==> src/rtl/wto_pkg.sv <==
// shared types and constants of the wavetable oscillator
`default_nettype none

package wto_pkg;

  // table geometry
  localparam int unsigned TABLE_DEPTH = 1024;
  localparam int unsigned INDEX_BITS  = 10;
  localparam int unsigned LEN_BITS    = 11;

  // sample and phase formats
  localparam int unsigned SAMPLE_BITS = 16;
  localparam int unsigned FRAC_BITS   = 16;
  localparam int unsigned PHASE_BITS  = INDEX_BITS + FRAC_BITS;
  localparam int unsigned INC_BITS    = 26;
  localparam int unsigned SPAN_BITS   = PHASE_BITS + 1;

  // remainder unit: quotient of a 27-bit sum by span needs 11 bits
  localparam int unsigned DIV_STEPS = SPAN_BITS - FRAC_BITS;
  localparam int unsigned DIV_CNT_BITS = 4;

  // item queue between front and back
  localparam int unsigned QUEUE_DEPTH = 4;
  localparam int unsigned QPTR_BITS   = 2;
  localparam int unsigned QCNT_BITS   = 3;

  // stream widths
  localparam int unsigned S_TDATA_BITS = 32;
  localparam int unsigned M_TDATA_BITS = 16;

  // configuration port
  localparam int unsigned CFG_INDEX_BITS = 2;
  localparam int unsigned CFG_DATA_BITS  = 26;
  localparam logic [CFG_INDEX_BITS-1:0] CFG_PHASE_INC = 2'd0;
  localparam logic [CFG_INDEX_BITS-1:0] CFG_INTERP    = 2'd1;
  localparam logic [CFG_INDEX_BITS-1:0] CFG_TABLE_LEN = 2'd2;

  // item kinds
  typedef enum logic {
    OP_TICK = 1'b0,
    OP_LOAD = 1'b1
  } op_e;

  // phase unit states
  typedef enum logic [1:0] {
    PH_RUN,
    PH_DIV,
    PH_HOLD
  } ph_state_e;

  // classified item in the queue
  typedef struct packed {
    op_e                            op;
    logic [INDEX_BITS-1:0]          index;
    logic signed [SAMPLE_BITS-1:0]  value;
  } item_t;

  // item leaving the phase unit
  typedef struct packed {
    logic                           tick;
    logic                           zero;
    logic [PHASE_BITS-1:0]          phase;
    logic [INDEX_BITS-1:0]          index;
    logic signed [SAMPLE_BITS-1:0]  value;
  } ph_item_t;

endpackage

`default_nettype wire

==> src/rtl/wto_phase.sv <==
// phase accumulator with wrap by table span and iterative remainder unit
`default_nettype none

module wto_phase (
  input  wire logic                              clk_i,
  input  wire logic                              rst_ni,
  input  wire logic                              q_valid_i,
  input  wire wto_pkg::item_t                    q_item_i,
  output logic                                   q_pop_o,
  input  wire logic [wto_pkg::INC_BITS-1:0]      inc_i,
  input  wire logic [wto_pkg::LEN_BITS-1:0]      len_i,
  input  wire logic                              adv_i,
  output logic                                   ph_valid_o,
  output wto_pkg::ph_item_t                      ph_item_o
);

  localparam int unsigned SHIFT_BITS = wto_pkg::SPAN_BITS + wto_pkg::DIV_STEPS - 1;

  wto_pkg::ph_state_e                      state_q, state_d;
  logic [wto_pkg::PHASE_BITS-1:0]          phase_q, phase_d;
  logic [wto_pkg::SPAN_BITS-1:0]           div_x_q, div_x_d;
  logic [wto_pkg::DIV_CNT_BITS-1:0]        div_cnt_q, div_cnt_d;
  logic                                    out_valid_q, out_valid_d;
  wto_pkg::ph_item_t                       out_q, out_d;

  logic [wto_pkg::SPAN_BITS-1:0]           span;
  logic [wto_pkg::SPAN_BITS-1:0]           sum;
  logic [wto_pkg::SPAN_BITS-1:0]           wrap;
  logic                                    fast;
  logic [SHIFT_BITS-1:0]                   div_sub;
  logic                                    div_ge;
  logic [wto_pkg::SPAN_BITS-1:0]           div_next;

  // one-step wrap, valid when phase and increment both lie below span
  always_comb begin
    span = {len_i, wto_pkg::FRAC_BITS'(0)};
    sum  = {1'b0, phase_q} + wto_pkg::SPAN_BITS'(inc_i);
    fast = ({1'b0, phase_q} < span) && (wto_pkg::SPAN_BITS'(inc_i) < span);
    wrap = (sum >= span) ? sum - span : sum;
  end

  // restoring remainder step, one quotient bit a cycle
  always_comb begin
    div_sub  = SHIFT_BITS'(span) << div_cnt_q;
    div_ge   = SHIFT_BITS'(div_x_q) >= div_sub;
    div_next = div_ge ? div_x_q - div_sub[wto_pkg::SPAN_BITS-1:0] : div_x_q;
  end

  // next state and outputs
  always_comb begin
    state_d     = state_q;
    phase_d     = phase_q;
    div_x_d     = div_x_q;
    div_cnt_d   = div_cnt_q;
    out_valid_d = adv_i ? 1'b0 : out_valid_q;
    out_d       = out_q;
    q_pop_o     = 1'b0;
    case (state_q)
      wto_pkg::PH_RUN: begin
        if (adv_i && q_valid_i) begin
          q_pop_o     = 1'b1;
          out_d.index = q_item_i.index;
          out_d.value = q_item_i.value;
          out_d.phase = phase_q;
          out_d.zero  = 1'b0;
          if (q_item_i.op == wto_pkg::OP_LOAD) begin
            out_valid_d = 1'b1;
            out_d.tick  = 1'b0;
          end else if (len_i == '0) begin
            out_valid_d = 1'b1;
            out_d.tick  = 1'b1;
            out_d.zero  = 1'b1;
          end else if (fast) begin
            out_valid_d = 1'b1;
            out_d.tick  = 1'b1;
            out_d.phase = wrap[wto_pkg::PHASE_BITS-1:0];
            phase_d     = wrap[wto_pkg::PHASE_BITS-1:0];
          end else begin
            div_x_d   = sum;
            div_cnt_d = wto_pkg::DIV_CNT_BITS'(wto_pkg::DIV_STEPS - 1);
            state_d   = wto_pkg::PH_DIV;
          end
        end
      end
      wto_pkg::PH_DIV: begin
        div_x_d = div_next;
        if (div_cnt_q == '0) begin
          state_d = wto_pkg::PH_HOLD;
        end else begin
          div_cnt_d = div_cnt_q - 1'b1;
        end
      end
      wto_pkg::PH_HOLD: begin
        if (adv_i) begin
          out_valid_d = 1'b1;
          out_d.tick  = 1'b1;
          out_d.zero  = 1'b0;
          out_d.phase = div_x_q[wto_pkg::PHASE_BITS-1:0];
          phase_d     = div_x_q[wto_pkg::PHASE_BITS-1:0];
          state_d     = wto_pkg::PH_RUN;
        end
      end
      default: begin
        state_d = wto_pkg::PH_RUN;
      end
    endcase
  end

  always_ff @(posedge clk_i or negedge rst_ni) begin
    if (!rst_ni) begin
      state_q     <= wto_pkg::PH_RUN;
      phase_q     <= '0;
      div_cnt_q   <= '0;
      out_valid_q <= 1'b0;
    end else begin
      state_q     <= state_d;
      phase_q     <= phase_d;
      div_cnt_q   <= div_cnt_d;
      out_valid_q <= out_valid_d;
    end
  end

  // payload registers
  always_ff @(posedge clk_i) begin
    div_x_q <= div_x_d;
    out_q   <= out_d;
  end

  assign ph_valid_o = out_valid_q;
  assign ph_item_o  = out_q;

endmodule

`default_nettype wire

==> config.mk <==
export PLATFORM = sky130hd
export DESIGN_NAME = wto_phase
export DESIGN_NICKNAME = d
export VERILOG_FILES = /design/src/rtl/wto_pkg.sv /design/src/rtl/wto_phase.sv
export SDC_FILE = /design/constraint.sdc
export NUM_CORES = 1
export LEC_CHECK = 0
export BUFFER_PORTS_ARGS = -buffer_cell sky130_fd_sc_hd__buf_2
export CORE_UTILIZATION = 50
export DETAILED_ROUTE_END_ITERATION = 16
export HOLD_SLACK_MARGIN = 0.12
export PLACE_DENSITY = 0.85
export SYNTH_ARGS = -nofsm -noshare
export SYNTH_HDL_FRONTEND = slang
export SYNTH_SLANG_ARGS = --single-unit
==> constraint.sdc <==
create_clock -name clk_i -period 4.7 [get_ports clk_i]
set_clock_uncertainty 0.1 [all_clocks]
set_input_delay 0.235 -clock clk_i [delete_from_list [all_inputs] [get_ports clk_i]]
set_output_delay 0.235 -clock clk_i [all_outputs]
set_load 0.03 [all_outputs]
==> After elaboration in Yosys (flattened, before gate mapping) <==
Index checks and enable logic that the tools add are counted.
{ "totals": {"reg_bits": 114, "latch_bits": 0, "ramBits": 0, "romBits": 0, "inputBits": 68, "elab_cells": 87, "n_memories": 0} }
{ "classes": {"addsub": 4, "n_mul": 0, "div": 0, "order_cmp": 4, "eq_ne": 11, "shifts": 1, "muxes": 43, "n_bitwise": 0, "reduce_logical": 14} }
{ "op_table": {"columns": ["op", "count"], "rows": [
  ["two-way mux 27 bit", 6],
  ["two-way mux 26 bit", 6],
  ["case mux 28 bit (2 select lines)", 1],
  ["less-than comparator 26 x 27 -> 1 bit", 2],
  ["two-way mux 54 bit", 1],
  ["case mux 27 bit (2 select lines)", 1],
  ["case mux 26 bit (2 select lines)", 1],
  [">= comparator 27 x 37 -> 1 bit", 1],
  ["<< shifter 27 x 4 -> 37 bit", 1],
  ["two-way mux 28 bit", 1],
  ["adder 26 x 26 -> 27 bit", 1],
  [">= comparator 27 bit", 1],
  ["subtractor 27 bit", 1],
  ["subtractor 26 bit", 1],
  ["two-way mux 4 bit", 5],
  ["AND reduction 6 bit", 3],
  ["inequality test 2 bit (second input constant)", 8],
  ["two-way mux 1 bit", 12],
  ["two-way mux 2 bit", 6],
  ["logical NOT 11 bit", 1],
  ["case mux 4 bit (2 select lines)", 1],
  ["AND reduction 4 bit", 2],
  ["case mux 2 bit (3 select lines)", 1],
  ["logical NOT 4 bit", 1],
  ["10 further kinds", 12]
]} }

==> Longest topological paths before layout <==
{ "depth": {"ltp_word": 8, "depth_mapped": 21, "mapped_depth_nobuf": 20} }

==> Least setup slack after synthesis <==
Ideal clock, no wire load.
{ "synth_path": {"kind": "register to register", "from": "register phase_q[0] (netlist bit)", "to": "register out_q (netlist bit ph_item_o[49]), data pin", "t_arrival_ps": 4485, "slack_ps": -145, "path_stages_with_launch": 22, "path_buffers": 1, "period_less_slack_ps": 4845, "path_cell_list": "dfrtp_1 ha_1 fa_1 a21o_1 a221oi_4 o21a_1 o21ai_0 a311oi_1 o31ai_1 a21o_1 nand2_1 nand2b_1 ha_1 nand3_1 or4_1 nor4_1 and4b_1 nand4b_2 and2_4 buf_6 a211oi_1 o21ai_1"} }
{ "synth_lines": {"columns": ["item", "line", "source"], "rows": [
  ["from (decl)", "wto_phase.sv:20", "logic [wto_pkg::PHASE_BITS-1:0] phase_q, phase_d;"],
  ["from (signal assigned)", "wto_phase.sv:117", "phase_q <= phase_d;"],
  ["to (signal assigned)", "wto_phase.sv:126", "out_q <= out_d;"],
  ["to (decl)", "wto_phase.sv:24", "wto_pkg::ph_item_t out_q, out_d;"]
]} }

==> Worst setup path after layout <==
{ "layout_path": {"from": "register phase_q[2] (netlist bit)", "to": "register div_x_q[26] (netlist bit), data pin"} }
{ "layout_between": {"elab_chain_cells": 6} }
{ "layout_rtl": {"columns": ["item", "line", "source"], "rows": [
  ["adder 26 x 26 -> 27 bit", "wto_phase.sv:37", "sum = {1'b0, phase_q} + wto_pkg::SPAN_BITS'(inc_i);"],
  ["two-way mux 27 bit", "wto_phase.sv:73", "end else if (fast) begin"],
  ["two-way mux 27 bit", "wto_phase.sv:69", "end else if (len_i == '0) begin"],
  ["two-way mux 27 bit", "wto_phase.sv:66", "if (q_item_i.op == wto_pkg::OP_LOAD) begin"],
  ["two-way mux 27 bit", "wto_phase.sv:60", "if (adv_i && q_valid_i) begin"],
  ["case mux 27 bit (2 select lines)", "wto_phase.sv:58", "case (state_q)"],
  ["net div_x_d (one bit)", "wto_phase.sv:21", "logic [wto_pkg::SPAN_BITS-1:0] div_x_q, div_x_d;"],
  ["to (signal assigned)", "wto_phase.sv:125", "div_x_q <= div_x_d;"],
  ["to (decl)", "wto_phase.sv:21", null]
]} }
The timed path passes the listed nets, and every way through them passes these cells. The select of a mux whose other input is x is not followed.
A chain may end at the register's enable or synchronous reset.

==> out/qor.yml <==
outcome:
  status: "finished with violations"
  violations: "setup timing"
routing:
  num_vias: 8212
  dr.pass1.iters: 6
  via_per_inst: 6.27
  ant_nets: 0
  drt-total-wl_mm: 27.0
  wl_per_cell_um: 20.6
  drc: 0
  dr.first_iter.drc_count: 1019
grt:
  antenna_found_initial: 0
  grt_use_total_pct: 31.8
  grt_pass1_wl_mm: 40.0
  grt_pass1_vias: 7689
  grt_max_degree: 34
  overflow: 0
synth:
  synthArstFlopShare_pct: 28.9
  avgSynthCellArea_um2: 9.64
  synth_seq_area_share_pct: 40.4
  syn-num-nets: 974
  ys.flop_type: "edfxtp_1"
  synth_seq_cells: 114
  synth-compound-area-share_pct: 22.2
  synth_edf_count: 81
  yosys-top-cells-count: "nand2_1 (100), edfxtp_1 (81), a21oi_1 (69)"
  synth_most_common_cell: "nand2_1"
  syn_area_um2: 8070
  muxShareOfSynthArea_pct: 5.75
  synth_top_family_by_area: "compound AO/OA/AOI/OAI gates"
  synth_area_leader_cell: "edfxtp_1"
  netlist.area_leader.share_pct: 30.1
  synth.area.top_cells: "edfxtp_1 (30%), ha_1 (10%), dfrtp_1 (10%), nand2_1 (4.7%), mux2i_1 (4.6%)"
  synthCells: 837
  synthSimpleGateAreaFrac_pct: 14.9
  synthAdderAreaFrac_pct: 10.9
  synth_cell_type_count: 74
  yosys_warnings: 0
  synth-xor-area-share_pct: 2.82
floorplan:
  ios: 124
  die_h_um: 129
  die_x_um: 129
  start_util_pct: 51.0
  row_count: 46
  die-area_um2: 16700
  core_um2: 15800
cells_and_area:
  num_antenna_cells: 0
  final_nets: 1217
  num-fill-cells: 1125
  syn2layout_area_growth_pct: 33.8
  layout.cells.non_filler: 1309
  drive_gt1_share_pct: 30.1
power:
  ir_drop_v: 0.000462
  p_leak_nw: 4.64
  cellPowerDensity_nw_per_um2: 790
cts:
  clkTransAtPathRegs_ps: 60
  cts_made_buffers: 17
  clockRootBuffer: "clkbuf_16"
  cts.sinks: 114
  cts_tree: "built"
  cts_buffer_depth: 2
  h-tree-depth: 4
  clk_latency_ps: 430
worst_hold_path:
  min_path_cells: 2
  worstHoldStart: "q_item_i[26]"
  hp-class: "primary input to register"
  hold_end: "ph_item_o[52]$_SDFFCE_PP0P_"
timing:
  rsz0062_at_grt: "yes"
  timing.final.crit_share_pct: 108
  fin_ws_ps: -373
  clock.fmax_mhz: 197
  fin_tns_setup_ps: -5360
  finalHoldViolations: 0
  period_minus_slack_ps: 5070
  setup_viol: 21
  max_slew.worst_pin.slew_ps: 928
  max-slew-margin-rel_pct: 38.1
  slew_viol_final: 0
worst_setup_path:
  reg2reg_from: "phase_q[2]$_DFFE_PN0P_"
  startpoint_type: "register"
  reg2reg_slack_ps: -370
  slowest_delay_ps: 400
  reg2reg_to: "div_x_q[26]$_DFFE_PP_"
  crit_top_cell: "buf_4"
  ff2ff_path_depth: 29
  cp_num_buf_inv: 19
  critPathArrivalTime_ps: 5230
  crit_required_ps: 4860
  criticalPathCategory: "register to register"
  cp_max_fo: 5
  end_kind: "register"
  crit_path_top_delay_cell: "ha_2"
  path_delay_family: "buffers and inverters"
place:
  dp_hpwl_mm: 18.0
  pre_cts_ws_ps: -296
  placed_cells: 1216
  port-buffer-count: 123
  place.gp.congestion: 0.965
run:
  cap_violations: 0
## sequential cells by signal, summed over array words and instances, names as in the netlist
register,cells
ph_valid_o,1
div_x_q,27
state_q,2
div_cnt_q,4
ph_item_o,54
phase_q,26
## layer usage
layer,part of all wire [%],global-route usage (%),up-vias
met5,0,0,-
met4,3.8,13.6,0
met3,11,9.54,102
met2,47,51.5,563
met1,38,39.5,3889
li1,-,-,3658
## report_power, final
part | leakage, nW | switching [mW] | total (mW) | internal, mW
combinational | 3.22 | 3.08 | 5.60 | 2.52
sequential | 1.14 | 0.210 | 1.62 | 1.41
clock | 0.276 | 0.487 | 1.31 | 0.828
## repair_timing
item / 4_1_cts / 5_1_grt
setup buffers: 23 / 9
gates cloned: 1 / 0
pin swaps: 20 / 12
hold buffers: 29 / 0
setup endpoints to repair: 20 / 21
gates resized for setup: 28 / 25
endpoints found under the hold margin: 61 / 0
## cell usage in the layout, fill, tap and decap left out, drive strengths merged, types with 14 or more instances in the layout
cell / count
clkbuf: 18
xnor2: 14
nand2: 100
nor2: 60
inv: 28
o21ai: 56
nand3: 19
o22ai: 18
mux2i: 37
buf: 227
dfrtp: 33
o21a: 14
ha: 67
a21oi: 69
edfxtp: 81
a21o: 18
dlygate4sd3: 29
## cell type report
cell class	instances	area (um2)	area share, %
Clock buffer	18	429	3.97
Clock inverter	14	164	1.52
Inverter	27	101	0.939
Multi-Input combinational cell	664	4870	45.1
Sequential cell	114	3260	30.2
Tap cell	216	270	2.50
Timing Repair Buffer	256	1700	15.8
## kinds of logic (layout without fill, tap and decap cells)
group | Yosys count | after routing
AOI/OAI and AO/OA | 271 | 271
and+or+nand+nor | 255 | 256
DFF | 114 | 114
adders and majority gates | 69 | 69
buffers and inverters | 60 | 315
muxes | 42 | 42
xor gates and xnor gates | 26 | 26
## how the worst max path moves through the flow
stage	slack, ps	from	depth (start not counted)	end
after floorplan	-50	phase_q[0]$_DFFE_PN0P_	19	ph_item_o[49]$_DFFE_PP_
after global placement	-80	phase_q[0]$_DFFE_PN0P_	20	ph_item_o[42]$_DFFE_PP_
after detailed placement	-300	phase_q[0]$_DFFE_PN0P_	20	ph_item_o[48]$_DFFE_PP_
after CTS	-180	phase_q[0]$_DFFE_PN0P_	19	ph_item_o[42]$_DFFE_PP_
after global routing	-480	phase_q[0]$_DFFE_PN0P_	21	ph_item_o[48]$_DFFE_PP_
final	-370	phase_q[2]$_DFFE_PN0P_	29	div_x_q[26]$_DFFE_PP_
## through the flow
stage / util, % / cell area [um2] / power (mW) / hold WS (ps)
after floorplan: - / 8120 / 4.68 / -161
after global placement: 59.4 / 9410 / 6.09 / 275
after detailed placement: 59.4 / 9410 / 6.18 / 288
after CTS: 67.1 / 10600 / 7.95 / 141
after global routing: 68.2 / 10800 / 8.96 / 154
final: 68.2 / 10800 / 8.53 / 141
Note: power is estimated with default switching activity, not from simulation.
