==> config.mk <==
export PLATFORM = sky130hd
export DESIGN_NAME = wto_front
export DESIGN_NICKNAME = d
export VERILOG_FILES = /design/src/rtl/wto_pkg.sv /design/src/rtl/wto_front.sv
export SDC_FILE = /design/constraint.sdc
export NUM_CORES = 1
export LEC_CHECK = 0
export ABC_AREA = 1
export BUFFER_PORTS_ARGS = -buffer_cell sky130_fd_sc_hd__buf_4
export CORE_MARGIN = 10
export CORE_UTILIZATION = 34
export CTS_CLUSTER_SIZE = 40
export DETAILED_ROUTE_END_ITERATION = 12
export GPL_TIMING_DRIVEN = 0
export PLACE_DENSITY = 0.6
export SLEW_MARGIN = 20
export SYNTH_ARGS = -nofsm -noshare
export SYNTH_HDL_FRONTEND = slang
export SYNTH_SLANG_ARGS = --single-unit
==> constraint.sdc <==
create_clock -name clk_i -period 4.65 [get_ports clk_i]
set_input_delay 0.465 -clock clk_i [delete_from_list [all_inputs] [get_ports clk_i]]
set_output_delay 0.465 -clock clk_i [all_outputs]
set_load 0.1 [all_outputs]
==> src/rtl/wto_pkg.sv <==
// shared types and constants of the wavetable oscillator
`default_nettype none

package wto_pkg;

  // table geometry
  localparam int unsigned TABLE_DEPTH = 1024;
  localparam int unsigned INDEX_BITS  = 10;
  localparam int unsigned LEN_BITS    = 11;

  // sample and phase formats
  localparam int unsigned SAMPLE_BITS = 16;
  localparam int unsigned FRAC_BITS   = 16;
  localparam int unsigned PHASE_BITS  = INDEX_BITS + FRAC_BITS;
  localparam int unsigned INC_BITS    = 26;
  localparam int unsigned SPAN_BITS   = PHASE_BITS + 1;

  // remainder unit: quotient of a 27-bit sum by span needs 11 bits
  localparam int unsigned DIV_STEPS = SPAN_BITS - FRAC_BITS;
  localparam int unsigned DIV_CNT_BITS = 4;

  // item queue between front and back
  localparam int unsigned QUEUE_DEPTH = 4;
  localparam int unsigned QPTR_BITS   = 2;
  localparam int unsigned QCNT_BITS   = 3;

  // stream widths
  localparam int unsigned S_TDATA_BITS = 32;
  localparam int unsigned M_TDATA_BITS = 16;

  // configuration port
  localparam int unsigned CFG_INDEX_BITS = 2;
  localparam int unsigned CFG_DATA_BITS  = 26;
  localparam logic [CFG_INDEX_BITS-1:0] CFG_PHASE_INC = 2'd0;
  localparam logic [CFG_INDEX_BITS-1:0] CFG_INTERP    = 2'd1;
  localparam logic [CFG_INDEX_BITS-1:0] CFG_TABLE_LEN = 2'd2;

  // item kinds
  typedef enum logic {
    OP_TICK = 1'b0,
    OP_LOAD = 1'b1
  } op_e;

  // phase unit states
  typedef enum logic [1:0] {
    PH_RUN,
    PH_DIV,
    PH_HOLD
  } ph_state_e;

  // classified item in the queue
  typedef struct packed {
    op_e                            op;
    logic [INDEX_BITS-1:0]          index;
    logic signed [SAMPLE_BITS-1:0]  value;
  } item_t;

  // item leaving the phase unit
  typedef struct packed {
    logic                           tick;
    logic                           zero;
    logic [PHASE_BITS-1:0]          phase;
    logic [INDEX_BITS-1:0]          index;
    logic signed [SAMPLE_BITS-1:0]  value;
  } ph_item_t;

endpackage

`default_nettype wire

==> src/rtl/wto_front.sv <==
// front end: stream intake, item classification and item queue
`default_nettype none

module wto_front (
  input  wire logic                                   clk_i,
  input  wire logic                                   rst_ni,
  input  wire logic                                   s_axis_tvalid,
  output logic                                        s_axis_tready,
  // tdata: table_index [9:0], table_value [25:10], zero fill above
  input  wire logic [wto_pkg::S_TDATA_BITS-1:0]       s_axis_tdata,
  // tuser: operation
  input  wire logic                                   s_axis_tuser,
  output logic                                        q_valid_o,
  output wto_pkg::item_t                              q_item_o,
  input  wire logic                                   q_pop_i
);

  wto_pkg::item_t                        mem_q [wto_pkg::QUEUE_DEPTH];
  wto_pkg::item_t                        item_in;
  logic [wto_pkg::QPTR_BITS-1:0]         wr_ptr_q, wr_ptr_d;
  logic [wto_pkg::QPTR_BITS-1:0]         rd_ptr_q, rd_ptr_d;
  logic [wto_pkg::QCNT_BITS-1:0]         cnt_q, cnt_d;
  logic                                  push;

  // classify the incoming transfer
  always_comb begin
    item_in.op    = s_axis_tuser ? wto_pkg::OP_LOAD : wto_pkg::OP_TICK;
    item_in.index = s_axis_tdata[wto_pkg::INDEX_BITS-1:0];
    item_in.value = $signed(s_axis_tdata[wto_pkg::INDEX_BITS +: wto_pkg::SAMPLE_BITS]);
  end

  assign s_axis_tready = (cnt_q != wto_pkg::QCNT_BITS'(wto_pkg::QUEUE_DEPTH));
  assign push          = s_axis_tvalid && s_axis_tready;
  assign q_valid_o     = (cnt_q != '0);
  assign q_item_o      = mem_q[rd_ptr_q];

  // pointer and fill bookkeeping
  always_comb begin
    wr_ptr_d = push ? wr_ptr_q + 1'b1 : wr_ptr_q;
    rd_ptr_d = q_pop_i ? rd_ptr_q + 1'b1 : rd_ptr_q;
    cnt_d    = cnt_q + wto_pkg::QCNT_BITS'(push) - wto_pkg::QCNT_BITS'(q_pop_i);
  end

  always_ff @(posedge clk_i or negedge rst_ni) begin
    if (!rst_ni) begin
      wr_ptr_q <= '0;
      rd_ptr_q <= '0;
      cnt_q    <= '0;
    end else begin
      wr_ptr_q <= wr_ptr_d;
      rd_ptr_q <= rd_ptr_d;
      cnt_q    <= cnt_d;
    end
  end

  // queue storage
  always_ff @(posedge clk_i) begin
    if (push) begin
      mem_q[wr_ptr_q] <= item_in;
    end
  end

endmodule

`default_nettype wire

After elaboration in Yosys (flattened, before gate mapping)
Memory sizes are Yosys's and may differ from the RTL's. Index checks and enable logic that the tools add are counted.

Word-level logic and storage cells: 14. Memories: 1. Bits in registers: 7. RAM bits: 108. Bits of input ports: 37.

Reduce and logical (&&, ||, !) cells: 2. Muxes and demuxes: 3. Equal/unequal tests: 1. Add/subtract/negate cells: 4.

Memory list: mem_q (depth 4, bits a word 27, read ports 1, clocked after memory_dff 0, write ports 1, RTL line wto_front.sv:18) `wto_pkg::item_t mem_q [wto_pkg::QUEUE_DEPTH];`.

Operators with widths (number): adder 2 x 1 -> 2 bit, second input constant (2); adder 3 x 1 -> 3 bit (1); two-way mux 1 bit (3); != test 3 bit, second input constant (1); nonzero test 3 bit (1); subtractor 3 x 1 -> 3 bit (1); logical AND 1 bit (1).

Depth between registers and ports, before layout
Gate-level depths: netlist (run 1).

Depth after elaboration: 4. Gate-level depth with buffers: 11.

Worst setup path after synthesis (run 1)
Ideal clock, no wire load.

Path kind: register to register. Start point: register cnt_q[1] in the netlist's numbering. End point: memory mem_q[0][0] in the netlist's numbering, enable pin. Stages on the path, launching flop included: 5. Data required time: 4.239 ns. Setup slack: 1.652 ns. Arrival: 2.587 ns. Cell sequence: dfrtp_1 nor2_1 nand2_1 nand2_2 nor2_1.

Word-level cells in the longest chain between the ends: 4.

Ends and longest elaborated chain: from (decl) (RTL line wto_front.sv:22) `logic [wto_pkg::QCNT_BITS-1:0] cnt_q, cnt_d;`; from (signal assigned) (RTL line wto_front.sv:52) `cnt_q <= cnt_d;`; != test 3 bit (RTL line wto_front.sv:32) `assign s_axis_tready = (cnt_q != wto_pkg::QCNT_BITS'(wto_pkg::QUEUE_DEPTH));`; net s_axis_tready (RTL line wto_front.sv:8) `output logic s_axis_tready,`; logical AND 1 bit (RTL line wto_front.sv:33) `assign push = s_axis_tvalid && s_axis_tready;`; two-way mux 1 bit (RTL line wto_front.sv:58) `if (push) begin`; two-way mux 1 bit (not written as such) (RTL line wto_front.sv:59) `mem_q[wr_ptr_q] <= item_in;`; to (decl) (RTL line wto_front.sv:18).

The timed path passes the listed nets, and every way through them passes these cells.

==> reports/metrics.cfg, run 1 <==
[layout]
layout_common_cells = edfxtp_1, nand2_1, inv_1
final_nets = 491
multiInputGateArea_um2 = 937
layout.cells.most_common = edfxtp_1
regArea_mm2 = 0.00342
final_layout_size_suffix_gt1_share_pct = 24.3
n_fill_cell = 1271
num_antenna_cells = 0
area_delta_synth_final_pct = 29.1

[floorplan]
dieArea_mm2 = 0.0191
rows = 43
die_x_um = 138
start_util_pct = 34.4
num_io_pins = 66
die_y_um = 138
core_area_mm2 = 0.0138

[global_routing]
grt_max_degree = 23
grt_overflow_total = 0
antenna_found_initial = 0
grt_pass1_wl_um = 16000
grt_pass1_vias = 3019
track_usage_pct = 10.9

[hold_path]
hp-class = input pin to flip-flop

[worst_setup_path]
reg2reg_slack_ns = 2.54
path_class = flip-flop to output pin
cpLargestDelayFamily = buffers and inverters
crit_arrival_ns = 1.81
cpMostUsedCell = buf_4
cpPeakStageDelay_ns = 0.35
cp.required_ns = 4.18
crit_chain = buf_4 -> inv_4 -> buf_4 -> o211ai_1 -> nand2_1 -> buf_4
crit_slowest_cell = dfrtp_1
end_kind = output pin
crit_fanout = 10
path_buf_inv = 4
crit_path_start_kind = flip-flop

[clock_network]
clockBufferDepth = 2
cts_made_buffers = 17
cts_sinks = 115
clk_pin_slew_worst_paths_ns = 0.05
cts.repair.resized = 0
htree_levels = 4
hold_buffers = 1
tritoncts = done
root_buffer = clkbuf_16
cts_setup_buffers = 0
clock_latency_ns = 0.41

[placement]
place_ws_ns = 2.54
gp_routability_congestion = 0.712
io_buffers = 59
hpwl_um = 6920

[yosys]
syn-num-nets = 408
ys.warnings.count = 0
synth_cells = 364
ys_ff_latch = 115
synth_area_per_cell_um2 = 13.0
synth-seq-area-share_pct = 72.1
syn-cell-area_mm2 = 0.00474
synth_cell_types = 15

[run_status]
outcome = finished clean

[drt]
detail_route.first_pass.iterations = 4
ant_nets = 0
drc_errors = 0
wl_per_cell_um = 16.3
drt_iter0_markers = 211
via_per_inst = 4.54
vias = 2908
routed_wl_um = 10400

[timing]
layout_min_cycle_time_ns = 2.27
worst_pin_slew_ns = 0.576
fin_worst_skew_ns = 0.0111
finalCritPeriodShare_pct = 48.8
setup_slack_ns = 2.38
rsz0062_at_grt = no
max_slew_margin_pct = 61.5
maxSlewViolCount = 0
setup_viol = 0
hold_viol = 0
timing.fmax_ghz = 0.440
finalSetupTns_ns = 0

[flow_run]
cap_violations = 0

-- worst paths after layout --
check | to | start | cells past startpoint
setup / recovery | q_item_o[6] | rd_ptr_q[1] | 6
hold / removal | mem_q[0][23] | s_axis_tdata[7] | 1
setup reg to reg | cnt_q[2] | cnt_q[1] | 10
hold reg to reg | cnt_q[0] | cnt_q[0] | 1
max in group asynchronous | rd_ptr_q[1] | rst_ni | 2
min in group asynchronous | cnt_q[0] | rst_ni | 2
-- kinds of logic after synthesis --
group | count (synthesis) | share of synthesized area (%)
simple gates | 102 | 8.21
compound gates | 54 | 8.55
flops | 115 | 72.1
xor+xnor | 2 | 0.370
buf+inv | 84 | 8.76
fa+ha+maj | 7 | 2.01
-- synthesized netlist by cell type --
| cell type | count | area share [%] |
|---|---|---|
| o211ai_1 | 54 | 8.6 |
| dfrtp_1 | 7 | 3.7 |
| inv_1 | 66 | 5.2 |
| nor2_1 | 5 | 0.40 |
| buf_2 | 3 | 0.32 |
| inv_4 | 1 | 0.13 |
| nand2_1 | 93 | 7.4 |
| nand3_1 | 3 | 0.32 |
| xor2_1 | 2 | 0.37 |
| buf_6 | 11 | 2.6 |
| edfxtp_1 | 108 | 68 |
| buf_4 | 3 | 0.48 |
| fa_1 | 1 | 0.42 |
| ha_1 | 6 | 1.6 |
| nand2_2 | 1 | 0.13 |
-- cell type report --
cell class,instances,area share (%)
well taps,180,3.68
multi-input cells,165,15.3
clock inverters,13,2.31
flip-flops and latches,115,55.9
plain buffers,17,2.64
repair buffers,64,8.96
clock buffers,19,7.08
inverters,67,4.15
-- per-layer routing --
layer,vias to the layer above,part of all wire (%),GRT usage (%)
li1,1416,-,-
met1,1410,41,12.4
met2,78,52,18.5
met3,4,6.3,3.36
met4,0,0.46,4.33
met5,-,0,0
-- flip-flops by register name (all words and copies together), names as in the netlist --
register	count
wr_ptr_q	2
cnt_q	3
mem_q	108
rd_ptr_q	2
-- per-stage QoR --
stage,hold slack [ns],instances,utilization [%],area (um2)
detailed placement,0.291,607,40.2,5530
global route,0.240,640,44.4,6120
finish,0.262,640,44.4,6120
global placement,0.288,603,39.3,5410
floorplan,0.169,364,-,4740
CTS,0.242,640,44.4,6120
Power of run 1 is left out: the tool's default activity adds up to more than one toggle a clock period on the data nets, which glitch-free logic cannot reach.
==> inputs of run 2 (changes only) <==
clock period = 2.1 ns   (was 4.65 ns; I/O delays follow)
==> run 2 against run 1 <==
Against the previous run: via count up 0.69%; final cell count up 3.4%; largest cell class unchanged; worst setup slack got worse by 2.3 ns; clock-buffer cell count unchanged; die area is the same; clock skew hardly changed; worst hold slack lost 0.25 ns; critical path depth did not move; sequential share of layout area fell by 2.2 points; highest routed layer unchanged; wire length decreased by 0.14%; register-to-register slack worse by 2.4 ns.
==> reports/metrics.cfg, run 2 (synthesis gave the netlist of run 1 again) <==
[run_status]
outcome = finished clean

[clock_network]
cts_made_buffers = 17  ; unchanged
tritoncts = done
htree_levels = 4  ; unchanged
clockBufferDepth = 2  ; unchanged
root_buffer = clkbuf_16
clk_pin_slew_worst_paths_ns = 0.05  ; about the same
cts_setup_buffers = 0  ; unchanged
cts_sinks = 115  ; unchanged
clock_latency_ns = 0.41  ; about the same

[placement]
hpwl_um = 6910  ; -0.17%
gp_routability_congestion = 0.694  ; -2.5%
io_buffers = 59  ; unchanged
dp_cells = 607  ; unchanged
dpl_cell_area_mm2 = 0.00556  ; +0.54%

[layout]
n_fill_cell = 1268  ; -0.24%
top_regs = mem_q x108, cnt_q x3
final_util_pct = 46.3  ; +1.9 points
largest_register_ffs = 108  ; unchanged
area_delta_synth_final_pct = 34.5
regArea_mm2 = 0.00342  ; about the same
layout.cells.most_common = edfxtp_1
largest-register = mem_q
final_layout_size_suffix_gt1_share_pct = 24.1  ; -0.28 points
layout_common_cells = edfxtp_1, nand2_1, inv_1
layout.cells.non_filler = 662  ; +3.4%
final_design_area_no_fill_mm2 = 0.00637  ; +4.2%
final_nets = 513  ; +4.5%
num_antenna_cells = 0  ; unchanged
multiInputGateArea_um2 = 957  ; +2.1%

[drt]
drc_errors = 0  ; unchanged
drt_iter0_markers = 212  ; +0.47%
routed_wl_um = 10400  ; -0.14%
vias = 2928  ; +0.69%
wl_per_cell_um = 15.8  ; -3.5%
detail_route.first_pass.iterations = 4  ; unchanged
ant_nets = 0  ; unchanged
via_per_inst = 4.42  ; -2.7%

[global_routing]
antenna_found_initial = 0  ; unchanged
grt_pass1_wl_um = 16600  ; +3.4%
grt_pass1_vias = 3006  ; -0.43%
track_usage_pct = 11.1  ; +0.25 points
grt_max_degree = 18  ; -22%
grt_overflow_total = 0  ; unchanged

[timing]
layout_min_cycle_time_ns = 2.00
maxSlewViolCount = 0  ; unchanged
worst_pin_slew_ns = 0.551  ; -0.0252 ns
max_slew_margin_pct = 63.2  ; +1.7 points
rsz0062_at_grt = no
finalSetupTns_ns = 0  ; unchanged
fin_worst_skew_ns = 0.0110  ; -0.000133 ns
timing.fmax_ghz = 0.499
setup_viol = 0  ; unchanged
hold_viol = 0  ; unchanged
finalCritPeriodShare_pct = 95.3

[worst_setup_path]
cp.required_ns = 1.89  ; -2.29 ns
crit_arrival_ns = 1.79  ; -0.02 ns
crit_path_start_kind = flip-flop
path_class = flip-flop to output pin
crit_fanout = 10  ; unchanged
end_kind = output pin

[flow_run]
cap_violations = 0  ; unchanged

[floorplan]
die_x_um = 138  ; unchanged
die_y_um = 138  ; unchanged
dieArea_mm2 = 0.0191  ; unchanged
start_util_pct = 34.4  ; unchanged
rows = 43  ; unchanged
num_io_pins = 66  ; unchanged
core_area_mm2 = 0.0138  ; unchanged

[hold_path]
hp-class = input pin to flip-flop

[run 2: changes by cell type in the layout (fill, tap and decap cells not counted), moves of 2 or more]
cell | before | now
dlygate4sd3_1 | 1 | 23
nand2_4 | 0 | 2
buf_16 | 2 | 4
buf_12 | 2 | 0
[run 2: through the flow]
step,setup slack (ns),hold WS [ns]
floorplan,0.0530,-0.0856
global placement,-0.284,0.0303
detailed placement,0.118,0.0349
CTS,0.0632,0.0000543
global route,0.00171,0.000531
finish,0.0978,0.0140
[run 2: layer usage]
layer / global-route usage [%] / wire length, um / part of all wire, %
met2: 17.8 / 5160 / 50
met4: 4.33 / 138 / 1.3
met1: 13.4 / 4630 / 44
met5: 0 / 0 / 0
met3: 3.94 / 499 / 4.8
[run 2: cell type report]
| class | count | area share, % |
|---|---|---|
| flip-flops and latches | 115 | 53.6 |
| multi-input cells | 165 | 15.0 |
| repair buffers | 86 | 12.3 |
| clock buffers | 19 | 6.79 |
| inverters | 67 | 3.98 |
| well taps | 180 | 3.53 |
| plain buffers | 17 | 2.53 |
| clock inverters | 13 | 2.22 |
[run 2: critical path, cell delays in order (launching register included)]
cell      delay [ns]
dfrtp_1         0.35
buf_4           0.18
inv_4           0.13
buf_4           0.21
o211ai_1        0.11
nand2_1         0.11
buf_4           0.30
[run 2: worst paths after layout]
check,from,to,slack (ns),cells past startpoint
min in group asynchronous,rst_ni,wr_ptr_q[0],0.15,2
setup / recovery,rd_ptr_q[1],q_item_o[8],0.1,6
hold / removal,s_axis_tdata[18],mem_q[3][8],0.01,1
hold reg to reg,wr_ptr_q[1],wr_ptr_q[1],0.53,2
max in group asynchronous,rst_ni,cnt_q[1],1.81,2
setup reg to reg,cnt_q[1],cnt_q[2],0.15,10
[run 2: what timing repair did]
action	in CTS	in global routing
hold endpoints to repair	52	25
hold buffers	15	8
setup endpoints to repair	0	1
resized for setup	0	2
Power of run 2 is left out for the same reason.
